===== src/ersg_pkg.sv =====
`default_nettype none

package ersg_pkg;

    // input field widths, fixed point format
    localparam int RADIUS_W  = 13;
    localparam int FRAC_BITS = 8;
    localparam int INT_W     = RADIUS_W - FRAC_BITS;

    // output field widths
    localparam int ROW_W = INT_W + 1;
    localparam int PIX_W = 12;

    // shared multiplier operand and product widths
    localparam int SQ_W   = 2 * RADIUS_W;
    localparam int PROD_W = 2 * SQ_W;

    // j*j and x*x fit in twice the integer width
    localparam int ISQ_W = 2 * INT_W;

    // search bit counter
    localparam int BIT_W = $clog2(INT_W);

    // stream bus widths
    localparam int S_TDATA_W = 32;
    localparam int M_TDATA_W = 40;

endpackage

`default_nettype wire


===== src/ellipse_row_span_generator_top.sv =====
// sequence: setup squares both radii once per request, then each row runs the search to its span
//   (skipped for a zero vertical radius or a row beyond it), plus output waits
// throughput: one request at a time, worked row by row, bounded by
//   the single shared 26x26 multiplier and the 5 step search per row
// reset: rst_n asynchronous active low, returns to idle with no span pending
`default_nettype none

module ellipse_row_span_generator_top
(
    input  wire logic                            clk,
    input  wire logic                            rst_n,
    // radius_i[12:0], radius_j[25:13], zero fill
    input  wire logic [ersg_pkg::S_TDATA_W-1:0]  s_tdata,
    input  wire logic                            s_tvalid,
    output logic                                 s_tready,
    // row[5:0], first_col[11:6], last_col[17:12], centre_col[22:18],
    // centre_row[27:23], pixels_so_far[39:28]
    output logic [ersg_pkg::M_TDATA_W-1:0]       m_tdata,
    output logic                                 m_tlast,
    output logic                                 m_tvalid,
    input  wire logic                            m_tready
);

    typedef enum logic [3:0] {
        S_IDLE,
        S_RI2,
        S_RJ2,
        S_RJ2L,
        S_JSQ,
        S_DIFF,
        S_RHS,
        S_RHSL,
        S_SQ,
        S_SCALE,
        S_CMP,
        S_FIN,
        S_EMIT
    } state_t;

    state_t                              state_reg;
    logic [ersg_pkg::RADIUS_W-1:0]       radius_i_reg;
    logic [ersg_pkg::RADIUS_W-1:0]       radius_j_reg;
    logic [ersg_pkg::ROW_W-1:0]          row_reg;
    logic [ersg_pkg::PIX_W-1:0]          pixel_total_reg;
    logic [ersg_pkg::SQ_W-1:0]           ri2_reg;
    logic [ersg_pkg::SQ_W-1:0]           rj2_reg;
    logic [ersg_pkg::SQ_W-1:0]           diff_reg;
    logic [ersg_pkg::PROD_W-1:0]         rhs_reg;
    logic [ersg_pkg::PROD_W-1:0]         mul_reg;
    logic [ersg_pkg::INT_W-1:0]          x_reg;
    logic [ersg_pkg::BIT_W-1:0]          bit_reg;
    logic [ersg_pkg::ROW_W-1:0]          first_col_reg;
    logic [ersg_pkg::ROW_W-1:0]          last_col_reg;

    logic [ersg_pkg::INT_W-1:0]          hi;
    logic [ersg_pkg::INT_W-1:0]          hj;
    logic [ersg_pkg::ROW_W-1:0]          last_row;
    logic [ersg_pkg::INT_W-1:0]          j_off;
    logic [ersg_pkg::SQ_W-1:0]           sj2;
    logic [ersg_pkg::INT_W-1:0]          cand;
    logic [ersg_pkg::PROD_W-1:0]         lhs;
    logic                                cand_ok;
    logic [ersg_pkg::SQ_W-1:0]           op_a;
    logic [ersg_pkg::SQ_W-1:0]           op_b;
    logic                                s_fire;
    logic                                m_fire;
    logic                                is_last;

    // integer parts, the field width already caps them at the maximum
    assign hi       = radius_i_reg[ersg_pkg::RADIUS_W-1:ersg_pkg::FRAC_BITS];
    assign hj       = radius_j_reg[ersg_pkg::RADIUS_W-1:ersg_pkg::FRAC_BITS];
    assign last_row = {hj, 1'b0};
    assign is_last  = (row_reg == last_row);

    // vertical offset of the current row from the centre
    always_comb
    begin
        if (row_reg >= ersg_pkg::ROW_W'(hj))
            j_off = ersg_pkg::INT_W'(row_reg - ersg_pkg::ROW_W'(hj));
        else
            j_off = ersg_pkg::INT_W'(ersg_pkg::ROW_W'(hj) - row_reg);
    end

    // j*j scaled by 2^(2*frac), taken from the product register
    assign sj2 = {mul_reg[ersg_pkg::ISQ_W-1:0], {(2 * ersg_pkg::FRAC_BITS){1'b0}}};

    // search candidate and its test against the right hand side
    assign cand    = x_reg | (ersg_pkg::INT_W'(1) << bit_reg);
    assign lhs     = mul_reg << (2 * ersg_pkg::FRAC_BITS);
    assign cand_ok = (cand <= hi) && (lhs <= rhs_reg);

    // operand select for the shared multiplier
    always_comb
    begin
        unique case (state_reg)
            S_RI2:
            begin
                op_a = ersg_pkg::SQ_W'(radius_i_reg);
                op_b = ersg_pkg::SQ_W'(radius_i_reg);
            end
            S_RJ2:
            begin
                op_a = ersg_pkg::SQ_W'(radius_j_reg);
                op_b = ersg_pkg::SQ_W'(radius_j_reg);
            end
            S_JSQ:
            begin
                op_a = ersg_pkg::SQ_W'(j_off);
                op_b = ersg_pkg::SQ_W'(j_off);
            end
            S_RHS:
            begin
                op_a = ri2_reg;
                op_b = diff_reg;
            end
            S_SQ:
            begin
                op_a = ersg_pkg::SQ_W'(cand);
                op_b = ersg_pkg::SQ_W'(cand);
            end
            S_SCALE:
            begin
                op_a = ersg_pkg::SQ_W'(mul_reg[ersg_pkg::ISQ_W-1:0]);
                op_b = rj2_reg;
            end
            default:
            begin
                op_a = '0;
                op_b = '0;
            end
        endcase
    end

    assign s_tready = (state_reg == S_IDLE);
    assign m_tvalid = (state_reg == S_EMIT);
    assign s_fire   = s_tvalid && s_tready;
    assign m_fire   = m_tvalid && m_tready;

    assign m_tdata = {pixel_total_reg, hj, hi, last_col_reg, first_col_reg, row_reg};
    assign m_tlast = is_last;

    // sequencer with the shared multiplier and all registered outputs
    always_ff @(posedge clk or negedge rst_n)
    begin
        if (!rst_n)
        begin
            state_reg       <= S_IDLE;
            radius_i_reg    <= '0;
            radius_j_reg    <= '0;
            row_reg         <= '0;
            pixel_total_reg <= '0;
            ri2_reg         <= '0;
            rj2_reg         <= '0;
            diff_reg        <= '0;
            rhs_reg         <= '0;
            mul_reg         <= '0;
            x_reg           <= '0;
            bit_reg         <= '0;
            first_col_reg   <= '0;
            last_col_reg    <= '0;
        end
        else
        begin
            mul_reg <= ersg_pkg::PROD_W'(op_a) * ersg_pkg::PROD_W'(op_b);
            unique case (state_reg)
                S_IDLE:
                begin
                    if (s_fire)
                    begin
                        radius_i_reg    <= s_tdata[ersg_pkg::RADIUS_W-1:0];
                        radius_j_reg    <= s_tdata[2*ersg_pkg::RADIUS_W-1:ersg_pkg::RADIUS_W];
                        row_reg         <= '0;
                        pixel_total_reg <= '0;
                        state_reg       <= S_RI2;
                    end
                end
                S_RI2:
                begin
                    state_reg <= S_RJ2;
                end
                S_RJ2:
                begin
                    ri2_reg   <= mul_reg[ersg_pkg::SQ_W-1:0];
                    state_reg <= S_RJ2L;
                end
                S_RJ2L:
                begin
                    rj2_reg   <= mul_reg[ersg_pkg::SQ_W-1:0];
                    state_reg <= S_JSQ;
                end
                S_JSQ:
                begin
                    state_reg <= S_DIFF;
                end
                // degenerate rows skip the search
                S_DIFF:
                begin
                    if (radius_j_reg == '0)
                    begin
                        x_reg     <= hi;
                        state_reg <= S_FIN;
                    end
                    else if (sj2 > rj2_reg)
                    begin
                        x_reg     <= '0;
                        state_reg <= S_FIN;
                    end
                    else
                    begin
                        diff_reg  <= rj2_reg - sj2;
                        state_reg <= S_RHS;
                    end
                end
                S_RHS:
                begin
                    state_reg <= S_RHSL;
                end
                S_RHSL:
                begin
                    rhs_reg   <= mul_reg;
                    x_reg     <= '0;
                    bit_reg   <= ersg_pkg::BIT_W'(ersg_pkg::INT_W - 1);
                    state_reg <= S_SQ;
                end
                S_SQ:
                begin
                    state_reg <= S_SCALE;
                end
                S_SCALE:
                begin
                    state_reg <= S_CMP;
                end
                // keep the candidate bit if the span still fits
                S_CMP:
                begin
                    if (cand_ok)
                        x_reg <= cand;
                    if (bit_reg == '0)
                        state_reg <= S_FIN;
                    else
                    begin
                        bit_reg   <= bit_reg - 1'b1;
                        state_reg <= S_SQ;
                    end
                end
                S_FIN:
                begin
                    first_col_reg   <= ersg_pkg::ROW_W'(hi) - ersg_pkg::ROW_W'(x_reg);
                    last_col_reg    <= ersg_pkg::ROW_W'(hi) + ersg_pkg::ROW_W'(x_reg);
                    pixel_total_reg <= pixel_total_reg + ersg_pkg::PIX_W'({x_reg, 1'b1});
                    state_reg       <= S_EMIT;
                end
                S_EMIT:
                begin
                    if (m_fire)
                    begin
                        if (is_last)
                            state_reg <= S_IDLE;
                        else
                        begin
                            row_reg   <= row_reg + 1'b1;
                            state_reg <= S_JSQ;
                        end
                    end
                end
                default:
                begin
                    state_reg <= S_IDLE;
                end
            endcase
        end
    end

    // never take a request while a span is offered
    assert property (@(posedge clk) disable iff (!rst_n)
        !(s_tready && m_tvalid))
    else $error("input ready while a span is pending");

    // a request always starts work
    assert property (@(posedge clk) disable iff (!rst_n)
        s_fire |=> !s_tready)
    else $error("accepted request did not start the sequencer");

    // a span that is not the last is followed by more work
    assert property (@(posedge clk) disable iff (!rst_n)
        (m_fire && !m_tlast) |=> (!s_tready && row_reg == $past(row_reg) + 1'b1))
    else $error("spans ended before the bottom row");

    // the span straddles the centre column
    assert property (@(posedge clk) disable iff (!rst_n)
        m_tvalid |-> (first_col_reg <= ersg_pkg::ROW_W'(hi)
                      && last_col_reg >= ersg_pkg::ROW_W'(hi)))
    else $error("span does not cover the centre column");

    // the row index stays inside the box
    assert property (@(posedge clk) disable iff (!rst_n)
        m_tvalid |-> (row_reg <= last_row))
    else $error("row index beyond the bottom row");

endmodule

`default_nettype wire

===== config.mk =====
export PLATFORM = sky130hd
export DESIGN_NAME = ellipse_row_span_generator_top
export DESIGN_NICKNAME = d
export VERILOG_FILES = /design/src/ersg_pkg.sv /design/src/ellipse_row_span_generator_top.sv
export SDC_FILE = /design/constraint.sdc
export NUM_CORES = 2
export LEC_CHECK = 0
export BUFFER_PORTS_ARGS = -buffer_cell sky130_fd_sc_hd__buf_2
export CORE_UTILIZATION = 25
export DETAILED_ROUTE_END_ITERATION = 8
export PLACE_DENSITY = 0.39
export SETUP_SLACK_MARGIN = 0.02
export SYNTH_ARGS = -nofsm -noshare
export SYNTH_HDL_FRONTEND = slang
export SYNTH_SLANG_ARGS = --single-unit
export TNS_END_PERCENT = 10

===== constraint.sdc =====
create_clock -name clk -period 9.86 [get_ports clk]
set_input_delay 1.972 -clock clk [delete_from_list [all_inputs] [get_ports clk]]
set_output_delay 1.972 -clock clk [all_outputs]
set_load 0.05 [all_outputs]

---- After elaboration in Yosys (flattened, before gate mapping) ----
Cells that the tools add are included.
operators by class
  add/sub/neg operators ................... 8
  $mul .................................... 1
  order comparisons ....................... 4
  eq/ne operators ......................... 19
  shifts and indexed selects .............. 1
  muxes and demuxes ....................... 22
  bitwise gates (word level) .............. 3
  reduce and logical (&&, ||, !) cells .... 17
operator list
  kind                                                              count
  26-bit one-hot mux with 6 select lines                            2
  52-bit <= comparator                                              1
  26-bit by 26-bit multiplier with 52-bit output                    1
  4-bit one-hot mux with 13 select lines                            1
  26-bit > comparator                                               1
  26-bit subtractor                                                 1
  12-bit one-hot mux with 2 select lines                            1
  4-bit == test (second input constant)                             5
  5-bit two-way mux                                                 4
  6-bit two-way mux                                                 3
  4-bit by 3-bit == test with 1-bit output (second input constant)  4
  4-bit two-way mux                                                 4
  5-bit one-hot mux with 3 select lines                             1
  13-bit zero test                                                  1
  12-bit by 6-bit adder with 12-bit output                          1
  12-bit two-way mux                                                1
  6-bit one-hot mux with 2 select lines                             1
  5-bit subtractor                                                  2
  4-bit by 2-bit == test with 1-bit output (second input constant)  2
  2-bit AND reduction                                               4
  5-bit by 5-bit adder with 6-bit output                            1
  6-bit by 1-bit adder with 6-bit output (second input constant)    1
  6-bit == test                                                     1
  6-bit by 5-bit >= comparator with 1-bit output                    1
  other kinds (20)                                                  30
storage, ports and cells
  register bits ........................... 250
  input bits .............................. 36
  output and inout bits ................... 43
  logic and storage cells ................. 89

---- Longest topological paths before layout ----
  depth in word-level cells ............... 6
  mapped depth ............................ 37
  mapped depth without buffers ............ 35

---- Least setup slack after synthesis ----
No wires, ideal clock.
  path kind ............................... register to register
  from .................................... register row_reg[0] in the netlist's numbering
  to ...................................... register mul_reg[36] in the netlist's numbering
  library setup time ...................... 90 ps
  arrival ................................. 8728 ps
  path slack .............................. 1042 ps
  cell stages (with the launch flop) ...... 38
  path buffers ............................ 3
  clock period less this slack ............ 8818 ps
  cells stage by stage .................... dfrtp_1 > inv_1 > ha_1 > inv_1 > fa_1 > a21o_1 > a211oi_1 > o21a_2 > mux2i_1 > xnor2_1 > a221oi_2 > and3_1 > buf_2 > buf_4 > nor2_1 > fa_1 > fa_1 > inv_1 > (+2 left out) > fa_1 > inv_1 > fa_1 > inv_1 > fa_1 > inv_1 > fa_1 > inv_1 > ha_1 > buf_2 > and3_1 > a2111oi_0 > nor3_1 > o21ai_1 > a31o_2 > a211oi_1 > or4_1 > o2111ai_1
between the ends
  word-level cells in the longest chain between the ends .. 4
  elaborated cells on any way between the ends .. 7
RTL lines
  element                                             line                                   text
  start, declared                                     ellipse_row_span_generator_top.sv:43   logic [ersg_pkg::ROW_W-1:0] row_reg;
  start signal, assigned                              ellipse_row_span_generator_top.sv:261  row_reg <= row_reg + 1'b1;
  5-bit subtractor, or another cell as far along      ellipse_row_span_generator_top.sv:81   j_off = ersg_pkg::INT_W'(ersg_pkg::ROW_W'(hj) - row_reg);
  5-bit two-way mux (*)                               ellipse_row_span_generator_top.sv:78   if (row_reg >= ersg_pkg::ROW_W'(hj))
  26-bit one-hot mux with 6 select lines              ellipse_row_span_generator_top.sv:95   unique case (state_reg)
  26-bit by 26-bit multiplier with 52-bit output (*)  ellipse_row_span_generator_top.sv:164  mul_reg <= ersg_pkg::PROD_W'(op_a) * ersg_pkg::PROD_W'(op_b);
  end signal, assigned                                ellipse_row_span_generator_top.sv:164
  end, declared                                       ellipse_row_span_generator_top.sv:49   logic [ersg_pkg::PROD_W-1:0] mul_reg;
Mark *: on every way between the ends. The rest lies on a longest branch, timed or not.
A chain may end at the register's enable or synchronous reset.

---- Final worst setup path ----
  from .................................... register row_reg[0] in the netlist's numbering
  to ...................................... register mul_reg[50] in the netlist's numbering
The elaborated chain is that of the path after synthesis.

==> flow_summary.rst <==
.. list-table::
   :header-rows: 1

   * - Metric
     - Value
   * - Result of the run
     - finished clean
   * - Total clock sinks
     - 249
   * - Cts-stage hold buffer count
     - 0
   * - Final count of pins violating max slew
     - 0
   * - Cell at the root of the clock tree
     - sky130_fd_sc_hd__clkbuf_16
   * - Count of endpoints failing setup in the final report
     - 0
   * - Slack of the worst reg-to-reg path
     - 0.48 ns
   * - Synth Flop Type
     - sky130_fd_sc_hd__dfrtp_1
   * - H-tree depth reported by CTS
     - 1
   * - Most frequently used cell type in the post-synthesis netlist
     - sky130_fd_sc_hd__inv_1
   * - Area Overhead vs Synth
     - 12.9%
   * - Asr flop ratio synth
     - 100%
   * - Worst R2R Start
     - row_reg[0]$_DFFE_PN0P_
   * - DP HPWL
     - 95000 um
   * - Seq/Total Area, Yosys
     - 18.3%
   * - Synth unique cells
     - 78
   * - Via count of the first global-routing pass
     - 26700
   * - Worst R2R End
     - mul_reg[50]$_DFF_PN0_
   * - Average size of a mapped cell
     - 9.29 sq um
   * - Worst-Margin Slew
     - 1.22 ns
   * - RePlAce Congestion
     - 0.891
   * - EDFF count, synth
     - 0
   * - End of the critical path
     - mul_reg[50]$_DFF_PN0_
   * - Die height
     - 371 um
   * - Sort of element at the start of the critical path
     - flip-flop
   * - Largest area contributor in the netlist
     - sky130_fd_sc_hd__fa_1
   * - Fraction of the cycle the final worst path needs
     - 95.1%
   * - Setup skew after layout
     - 0.00904 ns
   * - Clock insertion delay at the later pin of the skew report
     - 0.59 ns
   * - Total negative slack
     - 0 ns
   * - Type of element capturing the critical path
     - flip-flop
   * - Number of core rows
     - 135
   * - I/O pins
     - 79
   * - NumNets Final
     - 4645
   * - Standard cell with the maximum stage delay on the critical path
     - sky130_fd_sc_hd__fa_1
   * - First-pass GRT wire length
     - 176000 um
   * - Placed standard-cell area
     - 37400 sq um
   * - Via density per instance
     - 4.52
   * - Setup repair after global routing missed its margin
     - true
   * - R2R cell count
     - 34
   * - Biggest cell delay along the critical path
     - 0.59 ns
   * - Wire per inst
     - 20.9 um
   * - Max Cap Violations
     - 0
   * - Highest net fanout along the worst path
     - 18
   * - Critical path origin
     - row_reg[0]$_DFFE_PN0P_
   * - Post-Synthesis Cell Area
     - 34000 sq um
   * - Sw power
     - 3.75 mW
   * - Die area
     - 138000 sq um
   * - Highest attainable clock frequency
     - 107 MHz
   * - Worst-case setup slack after placement
     - 0.337 ns
   * - Required @ worst endpoint
     - 10.32 ns
   * - Period minus WS final
     - 9.38 ns
   * - Critical Path Most Common Cell
     - sky130_fd_sc_hd__fa_1
   * - Sequential power share
     - 22.9%
   * - Effective utilization at floorplan
     - 25.2%
   * - Num CTS Buffers
     - 31
   * - Port Buffers
     - 72
   * - Pin count of the biggest net entering global routing
     - 76
   * - Main area contributors after synthesis
     - sky130_fd_sc_hd__fa_1 34%, sky130_fd_sc_hd__dfrtp_1 18%, sky130_fd_sc_hd__ha_1 10%
   * - Int Pwr
     - 3.57 mW
   * - Switching portion of total power
     - 51.3%
   * - CTS tree
     - done
   * - WL final
     - 116000 um
   * - Combinational cell fraction of total power
     - 61.3%
   * - Maximum clock insertion buffer count
     - 3
   * - Share of final-layout standard cells stronger than drive strength 1
     - 12.0%
   * - Minimum setup slack in the final design
     - 0.481 ns
   * - Core area
     - 135000 sq um
   * - Overall power consumption
     - 7.32 mW
   * - Synth Warn #
     - 0
   * - Critical path start-end classification
     - reg2reg
   * - Synth Instances
     - 3664
   * - PD cells
     - 190 nW/um^2
   * - Clock transition at path regs
     - 0.06 ns
   * - Worst IR drop on VDD
     - 0.150 mV
   * - TritonRoute pass-1 iters
     - 5
   * - Clk pwr share
     - 15.8%
   * - Count of routing violations after the opening detailed-route iteration
     - 1513
   * - Worst min-delay path class
     - reg2reg
   * - Post-route cell area
     - 38400 sq um
   * - Relative slew margins
     - 18.8%
   * - Initial antenna violation count
     - 11
   * - Overflow left after global routing
     - 0
   * - Share of the synthesized area in the top cell type
     - 34.1%
   * - Leakage
     - 18.8 nW
   * - Post-synthesis sequential element count
     - 249
   * - Number of endpoints with negative hold slack in the final report
     - 0
   * - Number of nets with antenna violations after routing
     - 0
   * - Leading post-synthesis cells by instance count
     - 729 x sky130_fd_sc_hd__inv_1, 580 x sky130_fd_sc_hd__fa_1, 558 x sky130_fd_sc_hd__nand2_1, 308 x sky130_fd_sc_hd__nor2_1, 272 x sky130_fd_sc_hd__ha_1
   * - Drc violations
     - 0
   * - Fill cell total of the finished layout
     - 14400
   * - Data arrival at the endpoint of the critical path
     - 9.84 ns
   * - Total number of vias
     - 25200
   * - Die Wd
     - 371 um
   * - GR Util All Layers
     - 17.3%
   * - Net count after synthesis
     - 4552
==> layer usage <==
layer	part of all wire (%)	track usage (%)	wire length (um)
met1	46	24.1	53300
met2	46	28.1	54100
met3	4.8	2.42	5570
met4	2.9	4.57	3430
met5	0.043	0	50
==> placed cells by master, fill, tap and decap left out, types with 21 or more instances in the layout <==
cell | netlist | final
sky130_fd_sc_hd__a21o_1 | 44 | 44
sky130_fd_sc_hd__a21oi_1 | 81 | 81
sky130_fd_sc_hd__a22o_1 | 23 | 23
sky130_fd_sc_hd__a22oi_1 | 25 | 25
sky130_fd_sc_hd__and2_1 | 24 | 24
sky130_fd_sc_hd__buf_2 | 28 | 71
sky130_fd_sc_hd__buf_4 | 14 | 151
sky130_fd_sc_hd__clkbuf_16 | 0 | 31
sky130_fd_sc_hd__dfrtp_1 | 249 | 249
sky130_fd_sc_hd__fa_1 | 580 | 580
sky130_fd_sc_hd__ha_1 | 272 | 272
sky130_fd_sc_hd__inv_1 | 729 | 729
sky130_fd_sc_hd__mux2_2 | 112 | 112
sky130_fd_sc_hd__nand2_1 | 558 | 558
sky130_fd_sc_hd__nand2b_1 | 27 | 27
sky130_fd_sc_hd__nand3_1 | 32 | 31
sky130_fd_sc_hd__nor2_1 | 308 | 306
sky130_fd_sc_hd__nor3_1 | 22 | 21
sky130_fd_sc_hd__o21ai_0 | 86 | 85
sky130_fd_sc_hd__xnor2_1 | 46 | 46
sky130_fd_sc_hd__xor2_1 | 25 | 25
==> how the worst min path moves through the flow <==
stage | slack [ns] | cells past startpoint | endpoint | from
after CTS | 0.47 | 1 | rhs_reg[49]$_DFFE_PN0P_ | mul_reg[49]$_DFF_PN0_
after global placement | 0.46 | 2 | last_col_reg[2]$_DFFE_PN0P_ | last_col_reg[2]$_DFFE_PN0P_
final | 0.47 | 1 | rhs_reg[46]$_DFFE_PN0P_ | mul_reg[46]$_DFF_PN0_
after detailed placement | 0.46 | 2 | radius_i_reg[1]$_DFFE_PN0P_ | radius_i_reg[1]$_DFFE_PN0P_
after global routing | 0.48 | 1 | rhs_reg[49]$_DFFE_PN0P_ | mul_reg[49]$_DFF_PN0_
after floorplan | 0.44 | 2 | radius_i_reg[1]$_DFFE_PN0P_ | radius_i_reg[1]$_DFFE_PN0P_
==> power by group through the flow <==
| stage | registers [mW] | clock network (mW) | logic [mW] |
|---|---|---|---|
| floorplan | 1.68 | 0 | 2.62 |
| global placement | 1.69 | 0 | 4.53 |
| detailed placement | 1.70 | 0 | 4.50 |
| CTS | 1.68 | 1.19 | 4.55 |
| global route | 1.72 | 1.22 | 4.92 |
| finish | 1.68 | 1.15 | 4.49 |
==> stage by stage <==
| step | hold WS, ns | utilization (%) | instances |
|---|---|---|---|
| floorplan | 0.445 | - | 3664 |
| global placement | 0.463 | 27.6 | 5504 |
| detailed placement | 0.464 | 27.6 | 5504 |
| CTS | 0.473 | 28.4 | 5561 |
| global route | 0.483 | 28.4 | 5562 |
| finish | 0.468 | 28.4 | 5563 |
==> kinds of logic (layout without fill, tap and decap cells) <==
logic type      count (synthesis)  after routing  share of synthesized area (%)
simple gates                 1058           1058                           13.0
buf+inv                       906           1023                           10.3
fa+ha+maj                     852            852                           44.1
compound gates                397            397                           8.06
flops                         249            249                           18.3
mux                           131            131                           4.34
xor+xnor                       71             71                           1.83
other cells                     0              1                              0
==> cell type report <==
| cell class | instances | area [sq um] | area share (%) |
|---|---|---|---|
| multi-input combinational | 2509 | 24400 | 63.5 |
| sequential | 249 | 6230 | 16.2 |
| clock inverter | 12 | 128 | 0.332 |
| tap | 1781 | 2230 | 5.80 |
| timing repair buffer | 237 | 1780 | 4.64 |
| inverter | 729 | 2740 | 7.12 |
| antenna | 1 | 2.50 | 0.00651 |
| clock buffer | 45 | 908 | 2.36 |
==> worst max-delay path: cells and delay by family (launching register included) <==
| family | cells | cell delay (ns) |
|---|---|---|
| AOI/OAI and AO/OA | 11 | 2.78 |
| and+or+nand+nor | 2 | 0.27 |
| xor gates and xnor gates | 1 | 0.11 |
| DFF | 1 | 0.41 |
| adders and majority gates | 10 | 4.53 |
| muxes | 1 | 0.23 |
| buffers and inverters | 9 | 0.90 |
==> repair_timing <==
action                                 4_1_cts  5_1_grt
buffers inserted                             0        1
resized for setup                            0        4
endpoints found under the hold margin        0        0
setup endpoints to repair                    0        9
(Power assumes the default switching activity.)
